--- config.mk ---
export PLATFORM = sky130hd
export DESIGN_NAME = vno_lane
export DESIGN_NICKNAME = d
export VERILOG_FILES = /design/src/vno_pkg.sv /design/src/vno_lane.sv
export SDC_FILE = /design/constraint.sdc
export NUM_CORES = 2
export LEC_CHECK = 0
export BUFFER_PORTS_ARGS = -buffer_cell sky130_fd_sc_hd__buf_2
export CAP_MARGIN = 10
export CORE_MARGIN = 1
export CORE_UTILIZATION = 40
export CTS_BUF_LIST = sky130_fd_sc_hd__clkbuf_16
export DETAILED_ROUTE_END_ITERATION = 8
export SKIP_LAST_GASP = 1
export SLEW_MARGIN = 20
export SYNTH_ARGS = -nofsm -noshare
export SYNTH_HDL_FRONTEND = slang
export SYNTH_SLANG_ARGS = --single-unit
--- constraint.sdc ---
create_clock -name aclk -period 10.85 [get_ports aclk]
set_input_delay 1.6275 -clock aclk [delete_from_list [all_inputs] [get_ports aclk]]
set_output_delay 1.6275 -clock aclk [all_outputs]
set_load 0.01 [all_outputs]
--- src/vno_pkg.sv ---
// Shared types and constants of the viewpoint normal orienter.
package vno_pkg;

    localparam int unsigned COORD_W = 32;
    localparam int unsigned NORM_W  = 16;
    localparam int unsigned DIFF_W  = COORD_W + 1;
    localparam int unsigned PROD_W  = DIFF_W + NORM_W;
    localparam int unsigned DOT_W   = PROD_W + 2;
    localparam int unsigned AXES    = 3;
    localparam int unsigned MASK_W  = 2;
    localparam int unsigned NCAM_W  = 2;
    localparam int unsigned CFG_IDX_W = 3;

    // Register indexes of the configuration port
    localparam logic [CFG_IDX_W-1:0] REG_NUM_CAMERAS = 3'd0;
    localparam logic [CFG_IDX_W-1:0] REG_CAM_BASE    = 3'd1;

    localparam logic [NCAM_W-1:0] NUM_CAMERAS_RESET = 2'd1;

    localparam logic signed [NORM_W-1:0] NORM_MIN = 16'sh8000;
    localparam logic signed [NORM_W-1:0] NORM_MAX = 16'sh7fff;

    typedef logic signed [COORD_W-1:0] coord_t;
    typedef logic signed [NORM_W-1:0]  norm_t;
    typedef logic signed [DIFF_W-1:0]  diff_t;
    typedef logic signed [PROD_W-1:0]  prod_t;
    typedef logic signed [DOT_W-1:0]   dot_t;

    // Load strobes of the three lane stages
    typedef struct packed {
        logic s1;
        logic s2;
        logic s3;
    } adv_t;

    // Negate with saturation: the most negative code maps to the largest positive one
    function automatic norm_t neg_sat(input norm_t n);
        norm_t r;
        if (n == NORM_MIN) begin
            r = NORM_MAX;
        end else begin
            r = -n;
        end
        return r;
    endfunction

endpackage

--- src/vno_lane.sv ---
// One camera lane: difference, products and sign of the dot product over three stages.
module vno_lane (
    input  logic            aclk,
    input  vno_pkg::adv_t   adv,
    input  vno_pkg::coord_t point [vno_pkg::AXES],
    input  vno_pkg::coord_t cam   [vno_pkg::AXES],
    input  vno_pkg::norm_t  normal_s1 [vno_pkg::AXES],
    output logic            dot_neg
);

    vno_pkg::diff_t diff_reg [vno_pkg::AXES];
    vno_pkg::prod_t prod_reg [vno_pkg::AXES];
    logic           dot_neg_reg;
    vno_pkg::dot_t  dot_sum;

    always_ff @(posedge aclk) begin
        for (int k = 0; k < int'(vno_pkg::AXES); k++) begin
            if (adv.s1) begin
                diff_reg[k] <= vno_pkg::diff_t'(point[k]) - vno_pkg::diff_t'(cam[k]);
            end
            if (adv.s2) begin
                prod_reg[k] <= vno_pkg::prod_t'(normal_s1[k]) * vno_pkg::prod_t'(diff_reg[k]);
            end
        end
    end

    assign dot_sum = vno_pkg::dot_t'(prod_reg[0]) + vno_pkg::dot_t'(prod_reg[1])
                   + vno_pkg::dot_t'(prod_reg[2]);

    always_ff @(posedge aclk) begin
        if (adv.s3) begin
            dot_neg_reg <= dot_sum[vno_pkg::DOT_W-1];
        end
    end

    assign dot_neg = dot_neg_reg;

endmodule

==> impl_results.md <==
- Status: finished clean
- Type of the worst setup path: in2reg
- Initial Util: 40.3%
- Syn_area_per_cell: 9.36 sq um
- Post-synth cell types: 80
- Final Hold Viols: 0
- Register area share after synthesis: 10.7%
- Mapped Area: 69100 sq um
- Post-DP HPWL: 138000 um
- PortBufs: 244
- Slowest-stage cell, CP: buf_2
- Slew HR: 37.1%
- DR iter-0 viols: 2788
- RSZ-0062 raised after global routing: false
- Core Rows: 152
- Via count: 49100
- Share of cells above drive strength 1: 4.46%
- Routability cong.: 0.881
- Non-Filler Instances: 9736
- H-tree depth: 2
- DIE HEIGHT: 418 um
- Via/cell ratio: 5.04
- Crit end category: flip-flop
- Yosys Warn Count: 0
- Core Util, Final: 42.8%
- Area post-placement: 72200 sq um
- Crit-path cells: buf_2 > nand2_1 > fa_1 > inv_1 > fa_1 > fa_1 > fa_1 > fa_1 > inv_1 > fa_1 > inv_1 > ha_1 > nand4_1 > or4_1 > o31ai_4 > o211ai_2 > a2111o_1 > a21o_2 > a311oi_4 > mux2i_1 > nand3_1
- Core area: 172000 sq um
- Number of global-route vias before repair: 53700
- Post-Layout Inst Area: 73400 sq um
- CTS Hold Bufs: 0
- Worst min path class: reg2reg
- Post-synth top area cell: fa_1
- Clock transition at the registers of the reported paths: 60 ps
- DIE AREA: 174000 sq um
- Worst Path Arrival: 8600 ps
- Number of flip-flops in the largest register: 147
- Yosys top cell area share: 44.9%
- Initial antenna violation count: 6
- Peak Freq: 0.121 GHz
- Layout net count: 9685
- Max Root-Sink Buffers: 3
- Tcrit/Tclk final: 76.4%
- Final WL: 172000 um
- Detailed-route DRC error count: 0
- Final setup viols: 0
- Most common cell in the netlist: inv_1
- First-pass GRT wire length: 284000 um
- Clock tree sinks: 247
- Synthesized Nets: 9674
- Initial DRT Pass Iterations: 6
- Synth area leaders: fa_1, edfxtp_1, inv_1, ha_1, and2_1
- Worst path bufs/invs: 4
- Synth Flop Type: edfxtp_1
- Count of state elements after synthesis: 247
- WP data required: 11170 ps
- Total gr overflow: 0
- Max-slew violation total from the final report: 0
- Largest delay share family, worst path: adder cells
- Total of max-cap violations: 0
- Placed Cells: 9671
- Crit start category: primary input
- Setup Skew: 48.2 ps
- Synth cell count leaders: inv_1, fa_1, nand2_1
- Critical path's largest stage delay: 620 ps
- Setup TNS: 0 ps
- Post_cts resized: 0
- Fraction of registers with async set/reset: 0%
- # Post-CTS Setup Buffers: 0
- Top-level I/O count: 245
- TritonCTS clock tree: yes
- CTS buffer count: 34
- Most used cell along the critical path: fa_1
- Post-synth EDFFs: 247
- WL/cell: 17.7 um
- Crit Path Max Fanout: 33
- Skew-Pair Late Insertion Delay: 610 ps
- Area growth, synth to finish: 6.22%
- Minimum clock period: 8290 ps
- Total GRT Usage: 20.4%
- Die W: 418 um
- CTS root buffer: clkbuf_16
- Worst Tran Pin Value: 944 ps
- Largest net degree at the start of global routing: 88
- Gate Count Post-Synth: 7386
- DRT antenna net count: 0
[per-layer routing]
metal | share of wire [%] | vias to the layer above | track usage, %
met5 | 0 | - | 0
met4 | 2.7 | 0 | 5.63
met3 | 4.7 | 266 | 1.99
met2 | 51 | 1211 | 36.5
met1 | 42 | 25500 | 26.3
li1 | - | 22100 | -
[cell usage in the layout, fill, tap and decap left out, drive strengths merged, types with 31 or more instances in the layout]
cell type,synthesis,final
inv,1828,1839
fa,1551,1551
nand2,956,956
and2,644,644
ha,493,493
buf,10,256
edfxtp,247,247
a21oi,214,214
nor2,192,192
xnor2,159,159
a21o,140,140
o21ai,128,128
xor2,74,74
nand3,47,47
nand2b,45,45
nor3,36,36
clkbuf,271,34
o21a,31,31
[through the flow]
| step | hold WS [ps] | setup WS [ps] |
|---|---|---|
| 2_1_floorplan | 597 | 2770 |
| 3_3_place_gp | 891 | 2080 |
| 3_5_place_dp | 873 | 2010 |
| 4_1_cts | 891 | 2620 |
| 5_1_grt | 926 | 2170 |
| 6_report | 903 | 2560 |
[kinds of logic (layout without fill, tap and decap cells)]
kind of cell / Yosys count / in the layout / synth area share [%]
mux: 2 / 2 / 0.0290
xor+xnor: 233 / 233 / 2.95
fa+ha+maj: 2044 / 2044 / 53.9
other cells: 0 / 4 / 0
buf+inv: 2110 / 2146 / 11.5
simple gates: 2032 / 2032 / 14.1
flops: 247 / 247 / 10.7
compound gates: 718 / 718 / 6.79
[worst paths after layout]
check / from / to / slack, ps / cells after the start
setup / recovery: normal_s1[7] / prod_reg[0][143]$_DFFE_PP_ / 2560 / 21
setup reg to reg: diff_reg[0][81]$_DFFE_PP_ / prod_reg[0][143]$_DFFE_PP_ / 3300 / 21
hold reg to reg: diff_reg[0][66]$_DFFE_PP_ / prod_reg[0][98]$_DFFE_PP_ / 900 / 2
hold / removal: diff_reg[0][66]$_DFFE_PP_ / prod_reg[0][98]$_DFFE_PP_ / 900 / 2
[worst reg2reg max path, cell delays in order (launching register included)]
cell and delay [ps]:
edfxtp_1 930, and2_1 270, fa_1 430, inv_1 80, fa_1 440, fa_1 520
inv_1 60, fa_1 490, fa_1 500, inv_1 50, fa_1 470, inv_1 40
ha_1 480, nand4_1 230, or4_1 610, o31ai_4 240, o211ai_2 130, a2111o_1 480
a21o_2 260, a311oi_4 280, mux2i_1 210, nand3_1 80
[final cells by class]
class / instances / area [sq um]
clock buffers: 34 / 851
multi-input cells: 5029 / 53700
well taps: 2310 / 2890
diodes: 4 / 10.0
repair buffers: 256 / 1320
clock inverters: 27 / 313
fillers: 17000 / 98100
flip-flops and latches: 247 / 7420
inverters: 1829 / 6870
Power is left out: the tool's default activity adds up to more than one toggle a clock period on the data nets, which glitch-free logic cannot reach.
