**config.mk**
```make
export PLATFORM = sky130hd
export DESIGN_NAME = vno_cfg
export DESIGN_NICKNAME = d
export VERILOG_FILES = /design/src/vno_pkg.sv /design/src/vno_cfg.sv
export SDC_FILE = /design/constraint.sdc
export NUM_CORES = 1
export LEC_CHECK = 0
export BUFFER_PORTS_ARGS = -buffer_cell sky130_fd_sc_hd__buf_4
export CAP_MARGIN = 30
export CELL_PAD_IN_SITES_DETAIL_PLACEMENT = 1
export CELL_PAD_IN_SITES_GLOBAL_PLACEMENT = 1
export CORE_MARGIN = 1
export CORE_UTILIZATION = 34
export DETAILED_ROUTE_END_ITERATION = 16
export PLACE_DENSITY = 0.74
export SETUP_SLACK_MARGIN = 0.05
export SLEW_MARGIN = 10
export SYNTH_ARGS = -nofsm -noshare
export SYNTH_HDL_FRONTEND = slang
export SYNTH_SLANG_ARGS = --single-unit
```
**constraint.sdc**
```tcl
create_clock -name aclk -period 1.05 [get_ports aclk]
set_clock_uncertainty 0.2 [all_clocks]
set_input_delay 0.0525 -clock aclk [delete_from_list [all_inputs] [get_ports aclk]]
set_output_delay 0.0525 -clock aclk [all_outputs]
set_load 0.01 [all_outputs]
```
**src/vno_pkg.sv**
```systemverilog
// Shared types and constants of the viewpoint normal orienter.
package vno_pkg;

    localparam int unsigned COORD_W = 32;
    localparam int unsigned NORM_W  = 16;
    localparam int unsigned DIFF_W  = COORD_W + 1;
    localparam int unsigned PROD_W  = DIFF_W + NORM_W;
    localparam int unsigned DOT_W   = PROD_W + 2;
    localparam int unsigned AXES    = 3;
    localparam int unsigned MASK_W  = 2;
    localparam int unsigned NCAM_W  = 2;
    localparam int unsigned CFG_IDX_W = 3;

    // Register indexes of the configuration port
    localparam logic [CFG_IDX_W-1:0] REG_NUM_CAMERAS = 3'd0;
    localparam logic [CFG_IDX_W-1:0] REG_CAM_BASE    = 3'd1;

    localparam logic [NCAM_W-1:0] NUM_CAMERAS_RESET = 2'd1;

    localparam logic signed [NORM_W-1:0] NORM_MIN = 16'sh8000;
    localparam logic signed [NORM_W-1:0] NORM_MAX = 16'sh7fff;

    typedef logic signed [COORD_W-1:0] coord_t;
    typedef logic signed [NORM_W-1:0]  norm_t;
    typedef logic signed [DIFF_W-1:0]  diff_t;
    typedef logic signed [PROD_W-1:0]  prod_t;
    typedef logic signed [DOT_W-1:0]   dot_t;

    // Load strobes of the three lane stages
    typedef struct packed {
        logic s1;
        logic s2;
        logic s3;
    } adv_t;

    // Negate with saturation: the most negative code maps to the largest positive one
    function automatic norm_t neg_sat(input norm_t n);
        norm_t r;
        if (n == NORM_MIN) begin
            r = NORM_MAX;
        end else begin
            r = -n;
        end
        return r;
    endfunction

endpackage

```
**src/vno_cfg.sv**
```systemverilog
// Configuration register file: camera count and viewpoint coordinates.
module vno_cfg #(
    parameter int unsigned MAX_CAMERAS = 2
) (
    input  logic                              aclk,
    input  logic                              aresetn,
    input  logic                              cfg_valid,
    output logic                              cfg_ready,
    input  logic [vno_pkg::CFG_IDX_W-1:0]     cfg_index,
    input  logic [vno_pkg::COORD_W-1:0]       cfg_data,
    output logic [vno_pkg::NCAM_W-1:0]        num_cameras,
    output vno_pkg::coord_t                   cam_pos [MAX_CAMERAS][vno_pkg::AXES]
);

    logic [vno_pkg::NCAM_W-1:0] num_cameras_reg;
    vno_pkg::coord_t            cam_pos_reg [MAX_CAMERAS][vno_pkg::AXES];

    assign cfg_ready   = 1'b1;
    assign num_cameras = num_cameras_reg;
    assign cam_pos     = cam_pos_reg;

    always_ff @(posedge aclk) begin
        if (!aresetn) begin
            num_cameras_reg <= vno_pkg::NUM_CAMERAS_RESET;
            for (int j = 0; j < int'(MAX_CAMERAS); j++) begin
                for (int k = 0; k < int'(vno_pkg::AXES); k++) begin
                    cam_pos_reg[j][k] <= '0;
                end
            end
        end else if (cfg_valid) begin
            if (cfg_index == vno_pkg::REG_NUM_CAMERAS) begin
                num_cameras_reg <= cfg_data[vno_pkg::NCAM_W-1:0];
            end
            // Indexes past the list, or of slots beyond MAX_CAMERAS, match nothing: drop them
            for (int j = 0; j < int'(MAX_CAMERAS); j++) begin
                for (int k = 0; k < int'(vno_pkg::AXES); k++) begin
                    if (cfg_index == vno_pkg::CFG_IDX_W'(int'(vno_pkg::REG_CAM_BASE) + 3 * j + k))
                    begin
                        cam_pos_reg[j][k] <= cfg_data;
                    end
                end
            end
        end
    end

endmodule

```
==> metrics.md, run 1 <==
| Metric | Value |
|---|---|
| Result of the run | complete, but fails checks |
| Violations in the final reports | hold timing, setup timing |
| Leading area contributor after synthesis | dfxtp_1 |
| Synthesized net count | 709 |
| Proportion of power drawn by the clock network | 0.447 |
| Ys Warns | 0 |
| Crit. path cell count | 1 |
| Setup crit end kind | primary output |
| Number of flops mapped to enable cells by yosys | 0 |
| Stage delay of the slowest cell on the critical path | 0.37 ns |
| Number of flip-flops and latches in the synthesized netlist | 194 |
| CP Buf/Inv Count | 1 |
| Commonest cells in the synthesized netlist | nand2_1, dfxtp_1, mux2i_1 |
| Residual antenna-violating net count after detailed routing | 0 |
| Slowest stage cell on the critical path | dfxtp_2 |
| Final-report hold violation count | between 70 and 80 |
| # fillers | 2096 |
| Max Freq | 0.858 GHz |
| Total track usage | 0.229 |
| Beginning of the critical path | cam_pos[114]$_SDFFE_PN0P_ |
| Termination of the worst setup path | cam_pos[114] |
| Sequential cell area fraction in the yosys report | 0.548 |
| Area share of the largest cell type after synthesis | 0.548 |
| Fraction of layout instances using a drive strength above 1 | 0.572 |
| Setup_tns | -15.43 ns |
| Detailed-route vias per instance | approximately 4.7 |
| Avg Inst Size Synth | 10.6 µm² |
| Critical Path RT | 0.80 ns |
| Synth cell types | 14 |
| Number of nets at the end of the flow | slightly above 1000 |
| Number of clock sinks | 194 |
| DPL Wire Length | 15200 µm |
| Max-slew violation total from the final report | 0 |
| Clock input transition at the sequential cells of the worst setup and hold paths | 0.08 ns |
| TritonCTS buffer count | 17 |
| Crit-path max FO | 2 |
| Worst reg-to-reg setup slack | 0.02 ns |
| Largest net degree at the start of global routing | 29 |
| Power density over the cells | ~1400 nW/µm² |
| Growth of design area from synthesis to finish | 65.8% |
| Effective utilization at floorplan | 0.348 |
| Max capacitance violation total | 0 |
| Die span in x | ~150 µm |
| Worst ir drop on vdd | around 1100 µV |
| Final Critical Period | about 1.2 ns |
| Number of violations reported at the end of detailed-routing iteration 0 | approximately 170 |
| Total met3 wirelength after detailed routing | 1410 µm |
| Worst-skew pair later-pin latency | between 0.4 and 0.5 ns |
| Min-Delay Path Class | in2reg |
| Setup-violating endpoint count in the final report | a little under 200 |
| Power share of the sequential group | 0.459 |
| Area of the die | 21400 µm² |
| Worst setup margin | -0.116 ns |
| Min Hold Slack | -0.224 ns |
| Worst reg-to-reg path cell count | 4 |
| Antenna cells | 0 |
| Startpoint Class | flop |
| Worst R2R End | cam_pos[39]$_SDFFE_PN0P_ |
| Overall overflow remaining after global route | 0 |
| Top cells by area in the synthesized netlist | dfxtp_1, mux2i_1, nand2_1 |
| Count of boundary I/O pins | 233 |
| Critical path, cell by cell | buf_6 |
| Sw Ratio | 0.236 |
| Initial antenna violation count | 0 |
| Pre-CTS setup slack | -0.247 ns |
| Worst R2R Start | cam_pos[39]$_SDFFE_PN0P_ |
| I/O Buffers | 231 |
| TritonCTS clock tree | done |
| Combinational Power Share | 0.094 |
| Final estimated routing congestion in global placement | 0.774 |
| CTS H-Tree Depth | 4 |
| Die height | 146 µm |
| Total standard cell area after synthesis | 7090 µm² |
| Post-detailed-routing wire length | 25100 µm |
| Startpoint-to-endpoint class of the critical path | reg2out |
| Unrepaired setup endpoints after global routing | yes |
| Routed vias | 6047 |
| Met1 Wirelength | between 10000 and 15000 µm |
| Static Leakage | 0.00568 µW |
| Total placed cells including tap cells | 1170 |
| Cell type group with the largest total delay on the critical path | flip-flops |
| First-pass detailed-route iteration total | 4 |
| Average wire per cell in the routed design | 19.7 µm |
| Ratio of final minimum period to clock period | 1.11 |
| First-pass GRT wire length | 37400 µm |
| Clk Tree Root Cell | clkbuf_16 |
| Number of global-route vias before repair | 6493 |
| Async set-or-reset flop fraction in the synthesized netlist | 0 |
| Top sig layer | met4 |
| Met2 routed wirelength | around 13000 µm |
| Number of cell rows | 52 |
| Non-filler cells, final | 1278 |
| Data arrival time of the critical path | 0.91 ns |
| Post-Syn Instances | 671 |
| Synth Flop Type | dfxtp_1 |
| Int Pwr | 12800 µW |
| Core region area | 20400 µm² |
| Post-CTS Hold Fix Bufs | 30 |
| Number of flip-flops in the largest register | 192 |
| Total net switching power | roughly 3900 µW |
| Dominant cell by count in the synthesized netlist | nand2_1 |
| Clock buffer depth | 2 |
| DRC violations left | 0 |
## power by group through the flow
stage / clock network [µW] / logic [µW] / registers (µW)
floorplan: 0 / 532 / 7840
global placement: 0 / 1270 / 7770
detailed placement: 0 / 1290 / 7780
CTS: 7560 / 1500 / 7660
global route: 7910 / 1670 / 7680
finish: 7470 / 1580 / 7670
## worst min path at each step
stage / cells past startpoint / start / to
after detailed placement: 3 / cfg_data[0] / num_cameras[0]$_SDFFE_PN1P_
after floorplan: 2 / cfg_data[0] / num_cameras[0]$_SDFFE_PN1P_
after global placement: 3 / cfg_data[0] / num_cameras[0]$_SDFFE_PN1P_
final: 3 / cfg_index[1] / num_cameras[1]$_SDFFE_PN0P_
after CTS: 3 / cfg_index[1] / num_cameras[1]$_SDFFE_PN0P_
after global routing: 3 / cfg_index[1] / num_cameras[1]$_SDFFE_PN0P_
## layout by cell type (no fill, tap or decap)
master	count
buf_12	12
dfxtp_2	194
inv_8	1
clkbuf_8	2
clkinv_2	1
conb_1	1
nand4b_4	3
buf_4	113
mux2i_2	1
bufinv_16	5
nand2_1	205
nor4b_2	1
clkbuf_16	17
dlygate4sd3_1	30
buf_6	198
nand4bb_4	1
and4bb_2	2
nand2_2	20
clkinvlp_4	1
inv_6	5
nor2b_1	2
mux2i_1	193
## final cells by class
class / instances / area [µm²] / share of cell area
Clock buffer: 19 / 453 / 0.0386
Tap cell: 270 / 338 / 0.0288
Sequential cell: 194 / 4130 / 0.351
Clock inverter: 13 / 218 / 0.0185
Timing Repair Buffer: 353 / 3620 / 0.308
Multi-Input combinational cell: 429 / 3000 / 0.255
## kinds of logic after synthesis
kind of cell | share of synthesized area
other | 0.000529
AND/OR/NAND/NOR | 0.134
flip-flops | 0.548
multiplexers | 0.274
buffers and inverters | 0.0436
## metal layers
layer,GRT usage,up-vias
met5,0,-
met4,0.101,0
met3,0.0650,47
met2,0.401,177
met1,0.257,2961
li1,-,2862
## what timing repair did
| item | CTS | global route |
|---|---|---|
| pin swaps | 0 | 0 |
| setup endpoints to repair | 194 | 230 |
| gates resized for setup | 388 | 24 |
| buffers inserted | 17 | 30 |
| hold endpoints to repair | 194 | 58 |
## metrics by stage
| stage | util | total power [µW] | cell area, µm² |
|---|---|---|---|
| floorplan | - | 8370 | 7140 |
| finish | 0.577 | 16700 | 11700 |
| global route | 0.577 | 17300 | 11700 |
| detailed placement | 0.461 | 9070 | 9400 |
| CTS | 0.563 | 16700 | 11500 |
| global placement | 0.461 | 9050 | 9400 |
No activity file was read; power rests on OpenSTA's default activity.
==> inputs of run 2 (changes only) <==
--- a/config.mk
+++ b/config.mk
@@ -13,6 +13,7 @@
 export CORE_UTILIZATION = 34
 export DETAILED_ROUTE_END_ITERATION = 16
 export PLACE_DENSITY = 0.74
+export REMOVE_ABC_BUFFERS = 1
 export SETUP_SLACK_MARGIN = 0.05
 export SLEW_MARGIN = 10
 export SYNTH_ARGS = -nofsm -noshare
==> run 2 against run 1 <==
Effect of this change:
- the flow still finishes with violations (hold timing, setup timing)
- sequential cell count unchanged
- clock power decreased by 15%
- final cell count increased by 1.3%
- count of clock-buffer cells in the layout unchanged
- wire length decreased by 5.0%
- sequential power about the same
- sequential share of layout area about the same
- final area about the same
- critical path type unchanged
==> metrics.md, run 2 (synthesis results as in run 1) <==
| Metric | Value |
|---|---|
| Number of global-route vias before repair | 6436 (-0.88%) |
| Setup_tns | -13.51 ns (+1.91 ns) |
| Slowest stage cell on the critical path | dfxtp_2 |
| Overall overflow remaining after global route | 0 (unchanged) |
| Clock buffer depth | 2 (unchanged) |
| Most common cell after layout, fill and taps aside | nand2_1 |
| Fraction of layout instances using a drive strength above 1 | 0.560 (-0.0129) |
| Count of boundary I/O pins | 233 (unchanged) |
| Post-CTS Hold Fix Bufs | 32 (+6.7%) |
| Residual antenna-violating net count after detailed routing | 0 (unchanged) |
| DRC violations left | 0 (unchanged) |
| I/O Buffers | 231 (unchanged) |
| Core region area | 20400 µm² (unchanged) |
| First-pass detailed-route iteration total | 4 (unchanged) |
| Final estimated routing congestion in global placement | 0.739 (-4.5%) |
| Most frequent cells in the layout | nand2_1, buf_6, mux2i_1, dfxtp_2, buf_4 |
| Max-slew violation total from the final report | 0 (unchanged) |
| Cell type group with the largest total delay on the critical path | flip-flops |
| Startpoint Class | flop |
| Final-report hold violation count | 80 (+13%) |
| Critical Path RT | 0.80 ns (about the same) |
| Pre-CTS setup slack | -0.253 ns (-0.00616 ns) |
| CTS H-Tree Depth | 4 (unchanged) |
| CP Buf/Inv Count | 1 (unchanged) |
| Total net switching power | 3870 µW (-1.8%) |
| Initial antenna violation count | 0 (unchanged) |
| Number of cell rows | 52 (unchanged) |
| Proportion of power drawn by the clock network | 0.407 (-0.040) |
| Average wire per cell in the routed design | 18.4 µm (-6.2%) |
| Clock input transition at the sequential cells of the worst setup and hold paths | 0.08 ns (about the same) |
| Setup crit end kind | primary output |
| Worst ir drop on vdd | 1070 µV (+0.19%) |
| Max capacitance violation total | 0 (unchanged) |
| Growth of design area from synthesis to finish | 65.9% (about the same) |
| Total placed cells including tap cells | 1175 (+0.43%) |
| Min Hold Slack | -0.276 ns (-0.0515 ns) |
| Number of violations reported at the end of detailed-routing iteration 0 | 193 (+13%) |
| Combinational Power Share | 0.100 (+0.006) |
| Routed vias | 6072 (+0.41%) |
| Total track usage | 0.216 (-0.0122) |
| Stage delay of the slowest cell on the critical path | 0.37 ns (about the same) |
| Utilization after layout | 0.577 (about the same) |
| Int Pwr | 11700 µW (-8.3%) |
| Worst setup margin | -0.108 ns (+0.00826 ns) |
| Power density over the cells | 1330 nW/µm² (-6.9%) |
| Violations in the final reports | hold timing, setup timing |
| Unrepaired setup endpoints after global routing | yes |
| Min-Delay Path Class | in2reg |
| # fillers | 2141 (+2.1%) |
| Non-filler cells, final | 1294 (+1.3%) |
| Crit-path max FO | 2 (unchanged) |
| Storage cell area | 4130 µm² (unchanged) |
| Worst reg-to-reg setup slack | 0.03 ns (about the same) |
| Ratio of final minimum period to clock period | 1.10 (-0.00786) |
| Detailed-route vias per instance | 4.69 (-0.83%) |
| Power share of the sequential group | 0.492 (+0.033) |
| Critical path, cell by cell | buf_6 |
| Largest net degree at the start of global routing | 39 (+34%) |
| Post-detailed-routing wire length | 23900 µm (-5.0%) |
| Number of nets at the end of the flow | 1050 (+1.6%) |
| Die span in x | 146 µm (unchanged) |
| Data arrival time of the critical path | 0.91 ns (about the same) |
| Final Critical Period | 1.16 ns (-0.00826 ns) |
| TritonCTS clock tree | done |
| Static Leakage | 0.00571 µW (+0.50%) |
| Die height | 146 µm (unchanged) |
| Number of clock sinks | 194 (unchanged) |
| Antenna cells | 0 (unchanged) |
| First-pass GRT wire length | 35900 µm (-4.0%) |
| Multi-input logic area | 2950 µm² (-1.5%) |
| Area of the die | 21400 µm² (unchanged) |
| DPL Wire Length | 14700 µm (-2.9%) |
| Clk Tree Root Cell | clkbuf_16 |
| Setup-violating endpoint count in the final report | 194 (unchanged) |
| Number of flip-flops in the largest register | 192 (unchanged) |
| Result of the run | complete, but fails checks |
| Max Freq | 0.864 GHz (+0.71%) |
| Worst-skew pair later-pin latency | 0.43 ns (about the same) |
| TritonCTS buffer count | 17 (unchanged) |
| Startpoint-to-endpoint class of the critical path | reg2out |
| Effective utilization at floorplan | 0.348 (unchanged) |
| Sw Ratio | 0.248 (+0.0126) |
-- run 2: path summary, 6_finish.rpt --
check,startpoint,cells past startpoint,end
worst max register to register,cam_pos[27]$_SDFFE_PN0P_,4,cam_pos[27]$_SDFFE_PN0P_
worst min register to register,cam_pos[78]$_SDFFE_PN0P_,2,cam_pos[78]$_SDFFE_PN0P_
worst min-delay path,aresetn,3,num_cameras[1]$_SDFFE_PN0P_
worst max-delay path,cam_pos[149]$_SDFFE_PN0P_,1,cam_pos[149]
-- run 2: layer usage --
| layer | GRT usage | wire, µm | vias to the layer above |
|---|---|---|---|
| li1 | - | - | 2900 |
| met1 | 0.248 | 9710 | 2989 |
| met2 | 0.391 | 12500 | 159 |
| met3 | 0.0597 | 1300 | 24 |
| met4 | 0.0604 | 333 | 0 |
| met5 | 0 | 0 | - |
-- run 2: metrics by stage --
step / power, µW / cell area, µm² / hold slack, ns
6_report: 15600 / 11800 / -0.276
5_1_grt: 16100 / 11800 / -0.284
4_1_cts: 15600 / 11400 / -0.302
3_5_place_dp: 9060 / 9470 / 0.141
3_3_place_gp: 9040 / 9470 / 0.145
2_1_floorplan: 8220 / 6780 / -0.000596
-- run 2: power groups by stage --
stage / clock [µW] / sequential [µW] / combinational, µW
global placement: 0 / 7770 / 1260
CTS: 6450 / 7660 / 1500
finish: 6350 / 7670 / 1560
detailed placement: 0 / 7780 / 1290
floorplan: 0 / 7840 / 377
global route: 6800 / 7690 / 1670
-- run 2: what timing repair did --
action / in CTS / in global routing
setup buffers: 16 / 41
setup endpoints to repair: 194 / 201
hold endpoints to repair: 194 / 82
gates resized for setup: 388 / 8
-- run 2: final cells by class --
cell class | instances | area share
Clock buffer | 19 | 0.0368
Clock inverter | 12 | 0.0105
Multi-Input combinational cell | 429 | 0.251
Sequential cell | 194 | 0.351
Tap cell | 270 | 0.0287
Timing Repair Buffer | 370 | 0.322
==> inputs of run 3 (changes only) <==
--- a/config.mk
+++ b/config.mk
@@ -8,11 +8,11 @@
 export BUFFER_PORTS_ARGS = -buffer_cell sky130_fd_sc_hd__buf_4
 export CAP_MARGIN = 30
 export CELL_PAD_IN_SITES_DETAIL_PLACEMENT = 1
-export CELL_PAD_IN_SITES_GLOBAL_PLACEMENT = 1
+export CELL_PAD_IN_SITES_GLOBAL_PLACEMENT = 2
 export CORE_MARGIN = 1
-export CORE_UTILIZATION = 34
+export CORE_UTILIZATION = 27
 export DETAILED_ROUTE_END_ITERATION = 16
-export PLACE_DENSITY = 0.74
+export PLACE_DENSITY = 0.73
 export REMOVE_ABC_BUFFERS = 1
 export SETUP_SLACK_MARGIN = 0.05
 export SLEW_MARGIN = 10
==> run 3 against run 2 <==
Effect of this change:
- the run still ends with hold timing, setup timing left
- wire length shrank 4.2%
- fmax rose by 0.17%
- via count is 3.0% lower
- final cell count increased by 3.4%
- first-iteration DRC count fell by 15%
- clock power rose by 8.2%
- worst setup slack improved by 0.0020 ns
- count of clock-buffer cells in the layout is 1 lower
- critical endpoint is now cam_pos[179]
==> metrics.md, run 3 (synthesis results as in run 1) <==
| Metric | Value |
|---|---|
| DRC violations left | 0 (unchanged) |
| Setup_tns | -13.71 ns (-0.197 ns) |
| Pre-CTS setup slack | -0.246 ns (+0.00679 ns) |
| Initial antenna violation count | 0 (unchanged) |
| Antenna cells | 0 (unchanged) |
| Critical Path RT | 0.80 ns (about the same) |
| Sw Ratio | 0.252 (+0.00337) |
| Startpoint-to-endpoint class of the critical path | reg2out |
| Final Critical Period | 1.16 ns (-0.00197 ns) |
| Setup crit end kind | primary output |
| Startpoint Class | flop |
| Cell type group with the largest total delay on the critical path | flip-flops |
| Routed vias | 5887 (-3.0%) |
| Unrepaired setup endpoints after global routing | yes |
| Effective utilization at floorplan | 0.278 (-0.0698) |
| TritonCTS buffer count | 17 (unchanged) |
| Static Leakage | 0.00568 µW (-0.50%) |
| Detailed-route vias per instance | 4.40 (-6.2%) |
| Fraction of layout instances using a drive strength above 1 | 0.552 (-0.00798) |
| Clock buffer depth | 2 (unchanged) |
| Average wire per cell in the routed design | 17.1 µm (-7.4%) |
| Violations in the final reports | hold timing, setup timing |
| Crit-path max FO | 2 (unchanged) |
| Min-Delay Path Class | in2reg |
| DPL Wire Length | 15500 µm (+5.6%) |
| Ratio of final minimum period to clock period | 1.10 (-0.00188) |
| Worst-skew pair later-pin latency | 0.42 ns (about the same) |
| Combinational Power Share | 0.095 (-0.005) |
| Number of clock sinks | 194 (unchanged) |
| Post-detailed-routing wire length | 22800 µm (-4.2%) |
| Power density over the cells | 1360 nW/µm² (+2.7%) |
| First-pass detailed-route iteration total | 4 (unchanged) |
| Data arrival time of the critical path | 0.90 ns (about the same) |
| Result of the run | complete, but fails checks |
| Final estimated routing congestion in global placement | 0.735 (-0.53%) |
| Slowest stage cell on the critical path | dfxtp_2 |
| Die span in x | 164 µm (+12%) |
| CP Buf/Inv Count | 1 (unchanged) |
| Final-report hold violation count | 73 (-8.8%) |
| Number of global-route vias before repair | 6026 (-6.4%) |
| Power share of the sequential group | 0.477 (-0.015) |
| Int Pwr | 12000 µW (+2.7%) |
| Max-slew violation total from the final report | 0 (unchanged) |
| First-pass GRT wire length | 34400 µm (-4.3%) |
| I/O Buffers | 231 (unchanged) |
| Max Freq | 0.865 GHz (+0.17%) |
| Clock input transition at the sequential cells of the worst setup and hold paths | 0.08 ns (about the same) |
| Area of the die | 26900 µm² (+26%) |
| Min Hold Slack | -0.134 ns (+0.142 ns) |
| Number of nets at the end of the flow | 1033 (-1.6%) |
| Setup-violating endpoint count in the final report | 194 (unchanged) |
| CTS H-Tree Depth | 4 (unchanged) |
| Post-CTS Hold Fix Bufs | 33 (+3.1%) |
| Number of cell rows | 58 (+12%) |
| Number of flip-flops in the largest register | 192 (unchanged) |
| Worst ir drop on vdd | 1140 µV (+7.1%) |
| Stage delay of the slowest cell on the critical path | 0.37 ns (about the same) |
| TritonCTS clock tree | done |
| Most common cell after layout, fill and taps aside | nand2_1 |
| Number of violations reported at the end of detailed-routing iteration 0 | 165 (-15%) |
| Count of boundary I/O pins | 233 (unchanged) |
| Growth of design area from synthesis to finish | 66.6% |
| Residual antenna-violating net count after detailed routing | 0 (unchanged) |
| Total net switching power | 4050 µW (+4.6%) |
| Die height | 164 µm (+12%) |
| Overall overflow remaining after global route | 0 (unchanged) |
| Largest net degree at the start of global routing | 37 (-5.1%) |
| Total track usage | 0.168 (-0.0485) |
| Proportion of power drawn by the clock network | 0.427 (+0.020) |
| Max capacitance violation total | 0 (unchanged) |
| Critical path, cell by cell | buf_6 |
| Worst setup margin | -0.106 ns (+0.00197 ns) |
| Most frequent cells in the layout | nand2_1, buf_6, mux2i_1, dfxtp_2, buf_4 |
| Clk Tree Root Cell | clkbuf_16 |
| Core region area | 25500 µm² (+25%) |
[run 3: cell types whose count changed in the layout (fill, tap and decap cells not counted), sizes merged]
cell and delta:
bufinv +1, buf -18, dlymetal6s4s +1, clkbuf -1, clkinvlp -3, clkinv +4
[run 3: repair_timing]
item,in CTS,in global routing
gates cloned,0,0
endpoints found under the hold margin,194,70
pin swaps,0,0
setup endpoints to repair,194,203
setup buffers,9,33
gates resized for setup,388,6
[run 3: path summary, 6_finish.rpt]
path / startpoint / end / slack (ns) / cells past startpoint
min reg2reg: cam_pos[171]$_SDFFE_PN0P_ / cam_pos[171]$_SDFFE_PN0P_ / 0.26 / 2
max: cam_pos[179]$_SDFFE_PN0P_ / cam_pos[179] / -0.11 / 1
max reg2reg: cam_pos[174]$_SDFFE_PN0P_ / cam_pos[174]$_SDFFE_PN0P_ / 0.05 / 4
min: cfg_index[2] / num_cameras[1]$_SDFFE_PN0P_ / -0.13 / 4
[run 3: power by group through the flow]
| stage | Sequential, µW | Combinational, µW | Clock, µW |
|---|---|---|---|
| 6_report | 7670 | 1530 | 6870 |
| 2_1_floorplan | 7840 | 377 | 0 |
| 5_1_grt | 7690 | 1640 | 7390 |
| 4_1_cts | 7670 | 1510 | 7090 |
| 3_3_place_gp | 7780 | 1290 | 0 |
| 3_5_place_dp | 7780 | 1300 | 0 |
[run 3: per-layer routing]
metal,track usage,up-vias,wire (µm)
li1,-,2873,-
met2,0.284,138,11000
met3,0.0477,7,1250
met4,0.0354,0,149
met1,0.211,2869,10500
met5,0,-,0
[run 3: cell type report]
type / count / area, µm²
clock buffer: 18 / 429
timing repair buffer: 353 / 3690
sequential: 194 / 4130
multi-input combinational: 429 / 2950
tap: 330 / 413
fill: 2721 / 13700
clock inverter: 14 / 195
[run 3: through the flow]
stage | util | cells | area (µm²) | total power (µW)
2_1_floorplan | - | 623 | 6780 | 8220
4_1_cts | 0.453 | 1305 | 11500 | 16300
5_1_grt | 0.463 | 1338 | 11800 | 16700
3_3_place_gp | 0.375 | 1231 | 9550 | 9070
3_5_place_dp | 0.375 | 1231 | 9550 | 9080
6_report | 0.463 | 1338 | 11800 | 16100
